File: config.mk
export PLATFORM = sky130hd
export DESIGN_NAME = pixel_alpha_cleanup_top
export DESIGN_NICKNAME = d
export VERILOG_FILES = /design/src/rtl/pac_pkg.sv /design/src/rtl/pac_front.sv /design/src/rtl/pac_div_cell.sv /design/src/rtl/pac_back.sv /design/src/rtl/pixel_alpha_cleanup_top.sv
export SDC_FILE = /design/constraint.sdc
export NUM_CORES = 1
export LEC_CHECK = 0
export BUFFER_PORTS_ARGS = -buffer_cell sky130_fd_sc_hd__buf_2
export CORE_ASPECT_RATIO = 0.9
export CORE_MARGIN = 2
export CORE_UTILIZATION = 61
export CTS_BUF_LIST = sky130_fd_sc_hd__clkbuf_2 sky130_fd_sc_hd__clkbuf_4 sky130_fd_sc_hd__clkbuf_8
export DETAILED_ROUTE_END_ITERATION = 16
export GPL_TIMING_DRIVEN = 0
export PLACE_DENSITY = 0.78
export SLEW_MARGIN = 20
export SYNTH_ARGS = -nofsm -noshare
export SYNTH_HDL_FRONTEND = slang
export SYNTH_SLANG_ARGS = --single-unit
File: constraint.sdc
create_clock -name clk -period 8.5 [get_ports clk]
set_input_delay 1.7 -clock clk [delete_from_list [all_inputs] [get_ports clk]]
set_output_delay 1.7 -clock clk [all_outputs]
set_load 0.05 [all_outputs]
File: src/rtl/pac_pkg.sv
`timescale 1ns / 1ps
`default_nettype none

package pac_pkg;

	// Number of quotient bits, one divider cell per bit
	localparam int DIV_STEPS = 8;

	// Configuration register indexes
	localparam logic [1:0] CFG_UNMULT  = 2'd0;
	localparam logic [1:0] CFG_KEY     = 2'd1;
	localparam logic [1:0] CFG_REPLACE = 2'd2;
	localparam logic [1:0] CFG_CUTOFF  = 2'd3;

	// Input pixel
	typedef struct packed {
		logic [7:0] alpha_in;
		logic [7:0] red_in;
		logic [7:0] green_in;
		logic [7:0] blue_in;
	} pix_in_t;

	// Result pixel
	typedef struct packed {
		logic [7:0] alpha_out;
		logic [7:0] red_out;
		logic [7:0] green_out;
		logic [7:0] blue_out;
	} pix_out_t;

	// Register file contents
	typedef struct packed {
		logic        unmult_enable;
		logic [31:0] key_color;
		logic [31:0] replace_color;
		logic [7:0]  alpha_cutoff;
	} cfg_t;

	// Per color channel division state
	typedef struct packed {
		logic [7:0]  color;  // original color byte
		logic        zero;   // numerator not positive
		logic        sat;    // quotient above 255
		logic [15:0] rem;    // running remainder
		logic [7:0]  quo;    // quotient bits so far
	} chan_t;

	// Item handed from cell to cell; ch[2] red, ch[1] green, ch[0] blue
	typedef struct packed {
		logic [7:0]       alpha;
		logic             bypass;
		logic [15:0]      dvs;    // alpha aligned to the current quotient bit
		chan_t [2:0]      ch;
	} div_t;

endpackage

`default_nettype wire

File: src/rtl/pac_front.sv
`timescale 1ns / 1ps
`default_nettype none

module pac_front import pac_pkg::*; (
	input  wire logic    clk,
	input  wire logic    arst_n,
	input  wire logic    unmult_enable,
	input  wire logic    up_valid,
	output logic         up_ready,
	input  wire pix_in_t up_data,
	output logic         dn_valid,
	input  wire logic    dn_ready,
	output div_t         dn_data
);

	logic [2:0][7:0] col;
	logic [2:0][8:0] sum;
	logic [2:0][7:0] nval;
	div_t            nxt;
	logic            vld_q;
	div_t            data_q;

	assign col = {up_data.red_in, up_data.green_in, up_data.blue_in};

	// Form numerator (C+A-255)*255 and flag the clamp cases
	always_comb begin
		nxt.alpha  = up_data.alpha_in;
		nxt.bypass = ~unmult_enable | (up_data.alpha_in == 8'd0) |
			(up_data.alpha_in == 8'hFF);
		nxt.dvs    = {1'b0, up_data.alpha_in, 7'd0};
		for (int i = 0; i < 3; i++) begin
			sum[i]            = {1'b0, col[i]} + {1'b0, up_data.alpha_in};
			nval[i]           = sum[i][7:0] + 8'd1;
			nxt.ch[i].color   = col[i];
			nxt.ch[i].zero    = ~sum[i][8];
			nxt.ch[i].rem     = {nval[i], 8'd0} - {8'd0, nval[i]};
			nxt.ch[i].sat     = (nxt.ch[i].rem >= {up_data.alpha_in, 8'd0});
			nxt.ch[i].quo     = '0;
		end
	end

	assign up_ready = ~vld_q | dn_ready;
	assign dn_valid = vld_q;
	assign dn_data  = data_q;

	// Track occupancy
	always_ff @(posedge clk or negedge arst_n) begin
		if (!arst_n) begin
			vld_q <= 1'b0;
		end else if (up_ready) begin
			vld_q <= up_valid;
		end
	end

	// Load payload on transfer
	always_ff @(posedge clk) begin
		if (up_valid && up_ready) begin
			data_q <= nxt;
		end
	end

endmodule

`default_nettype wire

File: src/rtl/pac_div_cell.sv
`timescale 1ns / 1ps
`default_nettype none

module pac_div_cell import pac_pkg::*; (
	input  wire logic clk,
	input  wire logic arst_n,
	input  wire logic up_valid,
	output logic      up_ready,
	input  wire div_t up_data,
	output logic      dn_valid,
	input  wire logic dn_ready,
	output div_t      dn_data
);

	div_t nxt;
	logic vld_q;
	div_t data_q;

	// Resolve one quotient bit per channel, then align divisor to the next bit
	always_comb begin
		nxt     = up_data;
		nxt.dvs = {1'b0, up_data.dvs[15:1]};
		for (int i = 0; i < 3; i++) begin
			if (up_data.ch[i].rem >= up_data.dvs) begin
				nxt.ch[i].rem = up_data.ch[i].rem - up_data.dvs;
				nxt.ch[i].quo = {up_data.ch[i].quo[6:0], 1'b1};
			end else begin
				nxt.ch[i].quo = {up_data.ch[i].quo[6:0], 1'b0};
			end
		end
	end

	assign up_ready = ~vld_q | dn_ready;
	assign dn_valid = vld_q;
	assign dn_data  = data_q;

	// Track occupancy
	always_ff @(posedge clk or negedge arst_n) begin
		if (!arst_n) begin
			vld_q <= 1'b0;
		end else if (up_ready) begin
			vld_q <= up_valid;
		end
	end

	// Load payload on transfer
	always_ff @(posedge clk) begin
		if (up_valid && up_ready) begin
			data_q <= nxt;
		end
	end

endmodule

`default_nettype wire

File: src/rtl/pac_back.sv
`timescale 1ns / 1ps
`default_nettype none

module pac_back import pac_pkg::*; (
	input  wire logic clk,
	input  wire logic arst_n,
	input  wire cfg_t cfg,
	input  wire logic up_valid,
	output logic      up_ready,
	input  wire div_t up_data,
	output logic      res_valid,
	input  wire logic res_stall,
	output pix_out_t  res
);

	logic [2:0][7:0] chan;
	logic [31:0]     pix;
	logic [7:0]      alpha;
	pix_out_t        nxt;
	logic            vld_q;
	pix_out_t        data_q;

	// Pick unpremultiplied color, apply key replacement and alpha cutoff
	always_comb begin
		for (int i = 0; i < 3; i++) begin
			if (up_data.bypass) begin
				chan[i] = up_data.ch[i].color;
			end else if (up_data.ch[i].zero) begin
				chan[i] = 8'd0;
			end else if (up_data.ch[i].sat) begin
				chan[i] = 8'hFF;
			end else begin
				chan[i] = up_data.ch[i].quo;
			end
		end
		pix = {up_data.alpha, chan[2], chan[1], chan[0]};
		if (pix == cfg.key_color) begin
			pix = cfg.replace_color;
		end
		alpha = pix[31:24];
		if ((cfg.alpha_cutoff != 8'd0) && (alpha <= cfg.alpha_cutoff)) begin
			alpha = 8'd0;
		end
		nxt.alpha_out = alpha;
		nxt.red_out   = pix[23:16];
		nxt.green_out = pix[15:8];
		nxt.blue_out  = pix[7:0];
	end

	assign up_ready  = ~vld_q | ~res_stall;
	assign res_valid = vld_q;
	assign res       = data_q;

	// Track output register occupancy
	always_ff @(posedge clk or negedge arst_n) begin
		if (!arst_n) begin
			vld_q <= 1'b0;
		end else if (up_ready) begin
			vld_q <= up_valid;
		end
	end

	// Load result on transfer
	always_ff @(posedge clk) begin
		if (up_valid && up_ready) begin
			data_q <= nxt;
		end
	end

endmodule

`default_nettype wire

File: src/rtl/pixel_alpha_cleanup_top.sv
// Path: a pixel transferred in passes through the front cell, eight divider
// cells resolving one quotient bit each, and the output register, then on res.
// Throughput: one pixel per cycle without res_stall; each cell advances when it may.
// Reset: arst_n clears all cell occupancy and sets the configuration registers
// to 0; payload registers are not reset.
`timescale 1ns / 1ps
`default_nettype none

module pixel_alpha_cleanup_top import pac_pkg::*; (
	input  wire logic        clk,
	input  wire logic        arst_n,
	input  wire logic        px_valid,
	output logic             px_stall,
	input  wire pix_in_t     px,
	output logic             res_valid,
	input  wire logic        res_stall,
	output pix_out_t         res,
	input  wire logic        cfg_valid,
	output logic             cfg_ready,
	input  wire logic [1:0]  cfg_index,
	input  wire logic [31:0] cfg_data
);

	cfg_t                 cfg_q;
	logic                 front_ready;
	logic [DIV_STEPS:0]   lnk_valid;
	logic [DIV_STEPS:0]   lnk_ready;
	div_t                 lnk_data [DIV_STEPS+1];

	// Register writes are always accepted and registered in cfg_q
	assign cfg_ready = 1'b1;

	always_ff @(posedge clk or negedge arst_n) begin
		if (!arst_n) begin
			cfg_q <= '0;
		end else if (cfg_valid) begin
			case (cfg_index)
				CFG_UNMULT:  cfg_q.unmult_enable <= cfg_data[0];
				CFG_KEY:     cfg_q.key_color     <= cfg_data;
				CFG_REPLACE: cfg_q.replace_color <= cfg_data;
				CFG_CUTOFF:  cfg_q.alpha_cutoff  <= cfg_data[7:0];
				default: ;
			endcase
		end
	end

	assign px_stall = ~front_ready;

	pac_front u_front (
		.clk           (clk),
		.arst_n        (arst_n),
		.unmult_enable (cfg_q.unmult_enable),
		.up_valid      (px_valid),
		.up_ready      (front_ready),
		.up_data       (px),
		.dn_valid      (lnk_valid[0]),
		.dn_ready      (lnk_ready[0]),
		.dn_data       (lnk_data[0])
	);

	// Divider chain, most significant quotient bit first
	for (genvar k = 0; k < DIV_STEPS; k++) begin : g_cell
		pac_div_cell u_cell (
			.clk      (clk),
			.arst_n   (arst_n),
			.up_valid (lnk_valid[k]),
			.up_ready (lnk_ready[k]),
			.up_data  (lnk_data[k]),
			.dn_valid (lnk_valid[k+1]),
			.dn_ready (lnk_ready[k+1]),
			.dn_data  (lnk_data[k+1])
		);
	end

	pac_back u_back (
		.clk       (clk),
		.arst_n    (arst_n),
		.cfg       (cfg_q),
		.up_valid  (lnk_valid[DIV_STEPS]),
		.up_ready  (lnk_ready[DIV_STEPS]),
		.up_data   (lnk_data[DIV_STEPS]),
		.res_valid (res_valid),
		.res_stall (res_stall),
		.res       (res)
	);

endmodule

`default_nettype wire
== Yosys cells after proc, flatten, opt, wreduce, memory -nomap -nowiden ==
Cells that the tools add are included.

* Add/sub/neg operators: 30
* Magnitude comparators: 28
* Eq/ne operators: 5
* Muxes and demuxes: 55
* Bitwise gates (word level): 28
* Reduce and logical (&&, ||, !) cells: 18

{| class="wikitable"
|+ Operators with widths
! operator !! number
|-
| 16-bit 2-to-1 mux || 21
|-
| 8-bit 2-to-1 mux || 9
|-
| 16-bit by 10-bit >= comparator with 1-bit output || 3
|-
| 16-bit by 11-bit >= comparator with 1-bit output || 3
|-
| 16-bit by 12-bit >= comparator with 1-bit output || 3
|-
| 16-bit by 13-bit >= comparator with 1-bit output || 3
|-
| 16-bit by 14-bit >= comparator with 1-bit output || 3
|-
| 16-bit by 15-bit >= comparator with 1-bit output || 3
|-
| 16-bit >= comparator || 3
|-
| 16-bit by 8-bit >= comparator with 1-bit output || 3
|-
| 16-bit by 9-bit >= comparator with 1-bit output || 3
|-
| 16-bit by 10-bit subtractor with 16-bit output || 3
|-
| 16-bit by 11-bit subtractor with 16-bit output || 3
|-
| 16-bit by 12-bit subtractor with 16-bit output || 3
|-
| 16-bit by 13-bit subtractor with 16-bit output || 3
|-
| 16-bit by 14-bit subtractor with 16-bit output || 3
|-
| 16-bit by 15-bit subtractor with 16-bit output || 3
|-
| 16-bit by 8-bit subtractor with 16-bit output || 3
|-
| 16-bit by 9-bit subtractor with 16-bit output || 3
|-
| 32-bit == test || 1
|-
| 32-bit 2-to-1 mux || 1
|-
| 8-bit by 8-bit adder with 9-bit output || 3
|-
| 8-bit by 1-bit adder with 8-bit output, second input constant || 3
|-
| 1-bit 2-to-1 mux || 24
|-
| other kinds (11) || 51
|}

* Bits in registers: 958
* Bits of input ports: 71
* Word-level logic and storage cells: 329

== Logic depth before layout (Yosys ltp) ==
Gate-level depths: netlist of the first run.

* Depth in word-level cells: 12
* Mapped depth: 21

== Modules after synthesis ==
A second synthesis of the first run with hierarchy kept.

* Cells, all modules: 5714
* Area total of the unflattened synthesis: 67788.8 µm²

{| class="wikitable"
|+ Modules (own cells, without submodules)
! module !! instances !! cells an instance !! area an instance (µm²) !! sequential area each (µm²)
|-
| pac_div_cell (g_cell[1].u_cell ...) || 3 || 578 || 6896.6 || 3808.7
|-
| pac_div_cell (g_cell[5].u_cell ...) || 2 || 626 || 7275.7 || 3808.7
|-
| pac_div_cell (g_cell[0].u_cell) || 1 || 597 || 7146.9 || 3808.7
|-
| pac_div_cell (g_cell[7].u_cell) || 1 || 579 || 6980.4 || 3808.7
|-
| pac_div_cell (g_cell[4].u_cell) || 1 || 577 || 6846.6 || 3808.7
|-
| pac_front || 1 || 558 || 6003.3 || 2637.5
|-
| pixel_alpha_cleanup_top || 1 || 159 || 3014.1 || 1826.8
|-
| pac_back || 1 || 258 || 2556.2 || 985.9
|}

== Least setup slack after synthesis of the first run ==
OpenSTA, ideal clock, no wires.

* Kind: input-to-reg
* Start point: input res_stall
* End point: register g_cell[2].u_cell.data_q, in the netlist g_cell[2].u_cell.dn_data[0], enable pin
* Setup time: 0.608 ns
* Arrival time: 6.914 ns
* Slack: 0.978 ns
* Stages on the path: 4
* Path buffers: 0
* Cell sequence: nand4_1 -> inv_1 -> and3_1 -> a31oi_1

* Longest elaborated chain between the ends: 9

{| class="wikitable"
|+ Ends and longest elaborated chain
! what !! line !! source
|-
| start, declared || pixel_alpha_cleanup_top.sv:16 || <nowiki>input wire logic res_stall,</nowiki>
|-
| 1-bit inverter || pac_back.sv:50 || <nowiki>assign up_ready = ~vld_q | ~res_stall;</nowiki>
|-
| 1-bit bitwise OR || pac_back.sv:50 ||
|-
| 1-bit bitwise OR (6 in a row) || pac_div_cell.sv:33 || <nowiki>assign up_ready = ~vld_q | dn_ready;</nowiki>
|-
| 1-bit logical AND || pac_div_cell.sv:48 || <nowiki>if (up_valid && up_ready) begin</nowiki>
|-
| end signal, assigned || pac_div_cell.sv:49 || <nowiki>data_q <= nxt;</nowiki>
|-
| end, declared || pac_div_cell.sv:17 || <nowiki>div_t data_q;</nowiki>
|}

No other way between the ends.
A chain may end at the register's enable or synchronous reset.

==> out/results.txt, run 1 <==
Port Buffers: 104
Register area: 0.0284 mm^2
Critical Path End Type: flop
Worst vdd ir: 0.152 mV
Max frequency: 169 MHz
Post-CTS Setup Repair Bufs: 0
Synth unique cells: 89
Final setup violation count: 0
Nets: 3956
I/O pin cnt: 106
Commonest non-fill, non-tap cell in the layout: edfxtp_1
Fin util: 68.7%
Via/cell ratio: 5.64
Critical Path Max Stage Delay: 0.40 ns
Status: complete, no violations
PD cells: 337 mW/mm^2
Worst Skew: 0.0302 ns
Clock buffer depth: 3
Worst Tran Pin Value: 0.934 ns
First-pass GRT wire length: 144000 um
Setup slack, reg-to-reg: 3.51 ns
# fillers: 4918
Final estimated routing congestion in global placement: 0.880
Post-synth top flop: edfxtp_1
Antenna viol nets, final: 0
Post-synth top area cell: edfxtp_1
Drc violations: 0
Routed WL per cell: 19.2 um
Footprint of the multi-input gates: 0.0154 mm^2
CP Max Fanout: 9
CTS tree: yes
Final worst slack: 2.59 ns
TritonCTS Buffers: 146
Pre-Repair DR Iteration Count: 8
Hold Path Class: flop to flop
Pre-CTS WS: 1.89 ns
Share of layout cells above drive strength 1: 14.7%
Initial Util: 61.6%
Area after DPL: 0.0471 mm^2
WP depth: 22
Routed via count: 26462
Tcrit/Tclk final: 69.5%
Critical Path AT: 6.42 ns
Post-Route WL: 90000 um
Top post-synthesis cells by area: edfxtp_1, ha_1, dfrtp_1
Startpoint types: input pin
Seq/Total Area, Yosys: 63.2%
Hold EP: g_cell[2].u_cell.dn_data[94]
Endpoints failing hold: 0
Worst-path cell chain: buf_2, ha_1, fa_1, a21o_1, a21oi_2, o21ai_1, a211oi_4, and4b_1, a211oi_2, a211oi_2, and2_1, o21ai_0, ha_1, nor2b_1, o21a_1, o21a_1, o21a_1, o21a_1, o21ai_0, nand2b_1, a21oi_1, o41ai_2
Post-cts sizing count: 0
Fin Setup TNS: 0 ns
Worst R2R Start: g_cell[7].u_cell.dn_data[118]
Root buf cell: clkbuf_8
Top-area cell type share of the netlist area: 58.5%
Global Route Usage Sum: 24.4%
CP delay by family, top: compound AO/OA/AOI/OAI gates
Vias in the first global route: 26664
Hold Path Depth: 0
Most frequent cells in the layout: edfxtp_1, nor2_1, inv_1
CTS Hold Bufs: 0
Fin. max-slew vios: 0
Max_slew headroom: 37.7%
Fraction of registers with async set/reset: 8.66%
Initial antenna violation count: 2
Mapped Nets: 3686
Worst path bufs/invs: 1
FF-to-FF End: u_back.res[28]
Rows: 94
Synth Cell Area: 0.0449 mm^2
EDFF count, synth: 875
GRT Residual Overflow: 0
Die X: 290 um
Die Area: 0.0758 mm^2
Seq cells post-synth: 958
Worst-path clk slew: 0.06 ns
Syn Inst Count: 3338
Hold_sp: g_cell[1].u_cell.dn_data[94]
WS Path Type: input pin to flop
Avg Inst Size Synth: 13.4 um^2
Core ar.: 0.0729 mm^2
CTS sink cnt: 958
Number of H-tree levels: 4
Chip Height: 261 um
Worst Path Required: 9.01 ns
RSZ-0062 raised after global routing: false
Finished Cell Area: 0.0501 mm^2
Area Overhead vs Synth: 11.6%
Post-route minimum period: 5.91 ns
Max-cap violations: 0
Most common cell on crit path: o21a_1
Leakage power total: 0.0193 uW
Initial detailed-routing violation count: 2032
Yosys Warn Count: 0
Slowest cell on crit path: fa_1
Worst-Skew Late Latency: 0.79 ns
Pin count of the biggest net entering global routing: 63
DP HPWL: 66500 um
Reg2Reg Depth: 19
[routing by layer]
layer  track usage (%)  part of all wire [%]  up-vias
met5                 0                     0        -
met4              9.30                   2.9        0
met3              3.56                   4.1      178
met2              42.3                    50      689
met1              31.5                    43    12675
li1                  -                     -    12920
[state kept, by name, summed over array words and instances, names as in the netlist]
register and flops:
u_front.dn_data 87, u_front.dn_valid 1, u_back.res 32, g_cell.u_cell.dn_valid 8
cfg_q 73, g_cell.u_cell.dn_data 756, u_back.res_valid 1
[Yosys cell counts (60+ instances only)]
cell type    n
edfxtp_1   875
nor2_1     256
inv_1      254
ha_1       253
a21oi_1    175
o21ai_0    160
nand2_1    140
xnor2_1    132
mux2_2     115
xor2_1      90
dfrtp_1     83
nor2b_1     60
[cell type report]
type	instances	area share [%]
Sequential cell	958	56.6
Multi-Input combinational cell	2076	30.8
Clock buffer	209	5.02
Tap cell	960	2.40
Timing Repair Buffer	122	1.91
Inverter	254	1.90
Clock inverter	59	0.934
Buffer	50	0.452
Antenna cell	2	0.00999
[cells by family (layout without fill, tap and decap cells)]
family / count (synthesis) / after routing / share of synthesized area (%)
XOR/XNOR: 229 / 229 / 4.66
buffers and inverters: 304 / 694 / 2.63
multiplexers: 152 / 152 / 3.71
AND/OR/NAND/NOR: 817 / 817 / 9.34
adder cells (fa/ha/maj): 277 / 277 / 8.12
AO/OA/AOI/OAI: 600 / 600 / 8.36
other: 1 / 3 / 0.00835
flip-flops: 958 / 958 / 63.2
[per-stage QoR]
step                total power (uW)  cells  hold WS (ns)
finish                         16900   4690         0.399
global route                   17900   4690         0.408
CTS                            16900   4688         0.397
detailed placement             13100   4420         0.405
global placement               12900   4402         0.400
floorplan                      11600   3338         0.400
[power by group]
part / total, uW / internal, uW / switching (uW)
sequential: 7770 / 7040 / 736
combinational: 5260 / 2200 / 3060
clock: 3840 / 2080 / 1760
[worst max-delay path by stage]
stage	start	endpoint
after floorplan	res_stall	g_cell[2].u_cell.dn_data[0]
final	px[24]	u_front.dn_data[58]
after detailed placement	px[24]	u_front.dn_data[58]
after CTS	px[24]	u_front.dn_data[58]
after global routing	px[24]	u_front.dn_data[58]
after global placement	res_stall	g_cell[2].u_cell.dn_data[21]
[worst reg2reg max path, cell delays in order (launching register included)]
cell and delay [ns]:
edfxtp_1 0.40, buf_2 0.22, nor3_1 0.28, a21oi_1 0.13, xnor2_1 0.17, nor4_1 0.45
nand4_1 0.26, nor4_4 0.53, buf_6 0.27, mux2i_1 0.31, inv_1 0.09, ha_1 0.29
nor2b_1 0.14, o21a_1 0.15, o21ai_0 0.16, nand2b_1 0.08, a21oi_1 0.13, o21ai_0 0.08
a22oi_1 0.49, nor2_1 0.09
No activity file was read; power rests on OpenSTA's default activity.
==> run 2: changes to the inputs <==
==> constraint.sdc (replaced) <==
create_clock -name clk -period 5.5 [get_ports clk]
set_input_delay 1.1 -clock clk [delete_from_list [all_inputs] [get_ports clk]]
set_output_delay 1.1 -clock clk [all_outputs]
set_load 0.05 [all_outputs]
==> out/results.txt, run 2 (synthesized netlist as in run 1, its figures left out) <==
Status: complete, no violations
Worst path bufs/invs: 1 (unchanged)
Leakage power total: 0.0193 uW (about the same)
Reg power frac: 46.1% (about the same)
Max-cap violations: 0 (unchanged)
RSZ-0062 raised after global routing: false
Commonest non-fill, non-tap cell in the layout: edfxtp_1
Die Area: 0.0758 mm^2 (unchanged)
Worst Path Required: 6.03 ns (-2.98 ns)
CP delay by family, top: compound AO/OA/AOI/OAI gates
Die X: 290 um (unchanged)
Worst-path cell chain: buf_2, ha_1, fa_1, a21o_1, a21oi_2, xnor2_1, nor3_2, and3_1, a211oi_2, a211oi_2, and2_1, o21ai_0, ha_1, nor2b_1, o21a_1, o21a_1, o21a_1, o21a_1, o21ai_0, nand2b_1, a21oi_1, o41ai_2
Post-Route WL: 90700 um (+0.73%)
Clock buffer depth: 3 (unchanged)
Root buf cell: clkbuf_8
Worst Tran Pin Value: 1.04 ns (+0.108 ns)
Chip Height: 261 um (unchanged)
Logic gate share of total power: 31.1% (about the same)
CTS Hold Bufs: 0 (unchanged)
Worst-Skew Late Latency: 0.80 ns (about the same)
Pin count of the biggest net entering global routing: 64 (+1.6%)
# fillers: 4923 (+0.10%)
Nets: 3960 (+0.10%)
Initial detailed-routing violation count: 1812 (-11%)
Routed WL per cell: 19.3 um (+0.75%)
Setup crit start: px[24]
Reg2Reg Depth: 19 (unchanged)
Most common cell on crit path: o21a_1
WP depth: 22 (unchanged)
Max frequency: 194 MHz
Final worst slack: 0.339 ns (-2.25 ns)
Critical Path AT: 5.69 ns (-0.73 ns)
Max_slew headroom: 30.5% (-7.2 points)
Area Overhead vs Synth: 11.7% (about the same)
Port Buffers: 104 (unchanged)
Fin util: 68.7% (about the same)
Critical Path Max Stage Delay: 0.40 ns (about the same)
Antenna viol nets, final: 0 (unchanged)
Tcrit/Tclk final: 93.8%
GRT Residual Overflow: 0 (unchanged)
Post-route minimum period: 5.16 ns
CTS tree: yes
PD cells: 520 mW/mm^2 (+54%)
Top layer in use: met4
Worst vdd ir: 0.226 mV (+49%)
CTS sink cnt: 958 (unchanged)
FF-to-FF End: u_back.res[29]
Startpoint types: input pin
Max reg flops: 756 (unchanged)
Initial Util: 61.6% (unchanged)
I/O pin cnt: 106 (unchanged)
TritonCTS Buffers: 147 (+0.68%)
Setup slack, reg-to-reg: 0.52 ns (-2.99 ns)
DP HPWL: 66600 um (about the same)
Int Pwr: 17500 uW (+55%)
WS Path Type: input pin to flop
Clock power share: 22.7% (about the same)
Final setup violation count: 0 (unchanged)
Vias in the first global route: 26717 (+0.20%)
CP Capture Point: u_front.dn_data[58]
Drc violations: 0 (unchanged)
Most frequent cells in the layout: edfxtp_1, nor2_1, inv_1
Pre-CTS WS: -0.491 ns (-2.38 ns)
Total Power: 26100 uW (+55%)
Slowest cell on crit path: fa_1
Met1 WL: 38900 um (+0.31%)
Rows: 94 (unchanged)
Pre-Repair DR Iteration Count: 8 (unchanged)
DR WL met2: 44800 um (-0.57%)
Metal3 WL: 4110 um (+13%)
Hold Path Class: input pin to asynchronous set/reset pin
Core ar.: 0.0729 mm^2 (unchanged)
Worst-path clk slew: 0.07 ns (about the same)
Sw power: 8570 uW (+54%)
Initial antenna violation count: 5 (+3)
Worst hold slack: 0.336 ns (-0.0632 ns)
Worst R2R Start: g_cell[7].u_cell.dn_data[118]
Final estimated routing congestion in global placement: 0.895 (+1.7%)
Critical Path End Type: flop
Fin. max-slew vios: 0 (unchanged)
Via/cell ratio: 5.66 (+0.39%)
Routed via count: 26560 (+0.37%)
CP Max Fanout: 9 (unchanged)
Global Route Usage Sum: 24.3% (-0.063 points)
Share of layout cells above drive strength 1: 14.8% (+0.043 points)
Worst Skew: 0.0381 ns (+0.00787 ns)
Endpoints failing hold: 0 (unchanged)
Net Sw Frac: 32.9% (-0.055 points)
First-pass GRT wire length: 142000 um (-1.1%)
Number of H-tree levels: 4 (unchanged)
## run 2: changes by cell type in the layout (fill, tap and decap cells not counted), sizes merged
cell      previous run  this run
clkinvlp             5         3
inv                261       263
diode                2         5
clkinv              42        35
buf                141       144
## run 2: routing by layer
metal  track usage [%]  vias up
li1                  -    12929
met1              31.5    12707
met2              41.5      730
met3              3.88      194
met4              9.85        0
met5                 0        -
## run 2: worst min-delay path by stage
stage                               endpoint                  from
4_1_cts                            cfg_q[28]                arst_n
5_1_grt                            cfg_q[28]                arst_n
3_3_place_gp    g_cell[0].u_cell.dn_data[62]   u_front.dn_data[62]
3_5_place_dp    g_cell[0].u_cell.dn_data[59]   u_front.dn_data[59]
2_1_floorplan  g_cell[0].u_cell.dn_data[100]  u_front.dn_data[100]
6_report           g_cell[0].u_cell.dn_valid                arst_n
## run 2: final cells by class
type / count / area, um^2 / share of cell area (%)
clock inverter: 52 / 435 / 0.869
multi-input combinational: 2076 / 15400 / 30.8
buffer: 50 / 226 / 0.452
timing repair buffer: 125 / 996 / 1.99
sequential: 958 / 28400 / 56.6
antenna: 5 / 12.5 / 0.0250
inverter: 254 / 953 / 1.90
clock buffer: 209 / 2530 / 5.05
tap: 960 / 1200 / 2.40
## run 2: through the flow
step,cells,cell area [um^2],setup TNS (ns)
after floorplan,3338,44900,0
after global placement,4402,46600,-104.99
after detailed placement,4421,47100,-0.982
after CTS,4682,50100,0
final,4689,50100,0
after global routing,4689,50100,0
## run 2: what timing repair did
| item | in CTS | in global routing |
|---|---|---|
| gates resized for setup | 0 | 1 |
| setup buffers | 0 | 2 |
| setup endpoints to repair | 0 | 9 |
## run 2: power by group through the flow
stage                     Combinational [uW]  Sequential, uW  Clock, uW
after floorplan                         5920           12000          0
after global placement                  7690           12200          0
after detailed placement                8030           12100          0
after CTS                               8110           12000       6040
after global routing                    9100           12200       6340
final                                   8120           12000       5930
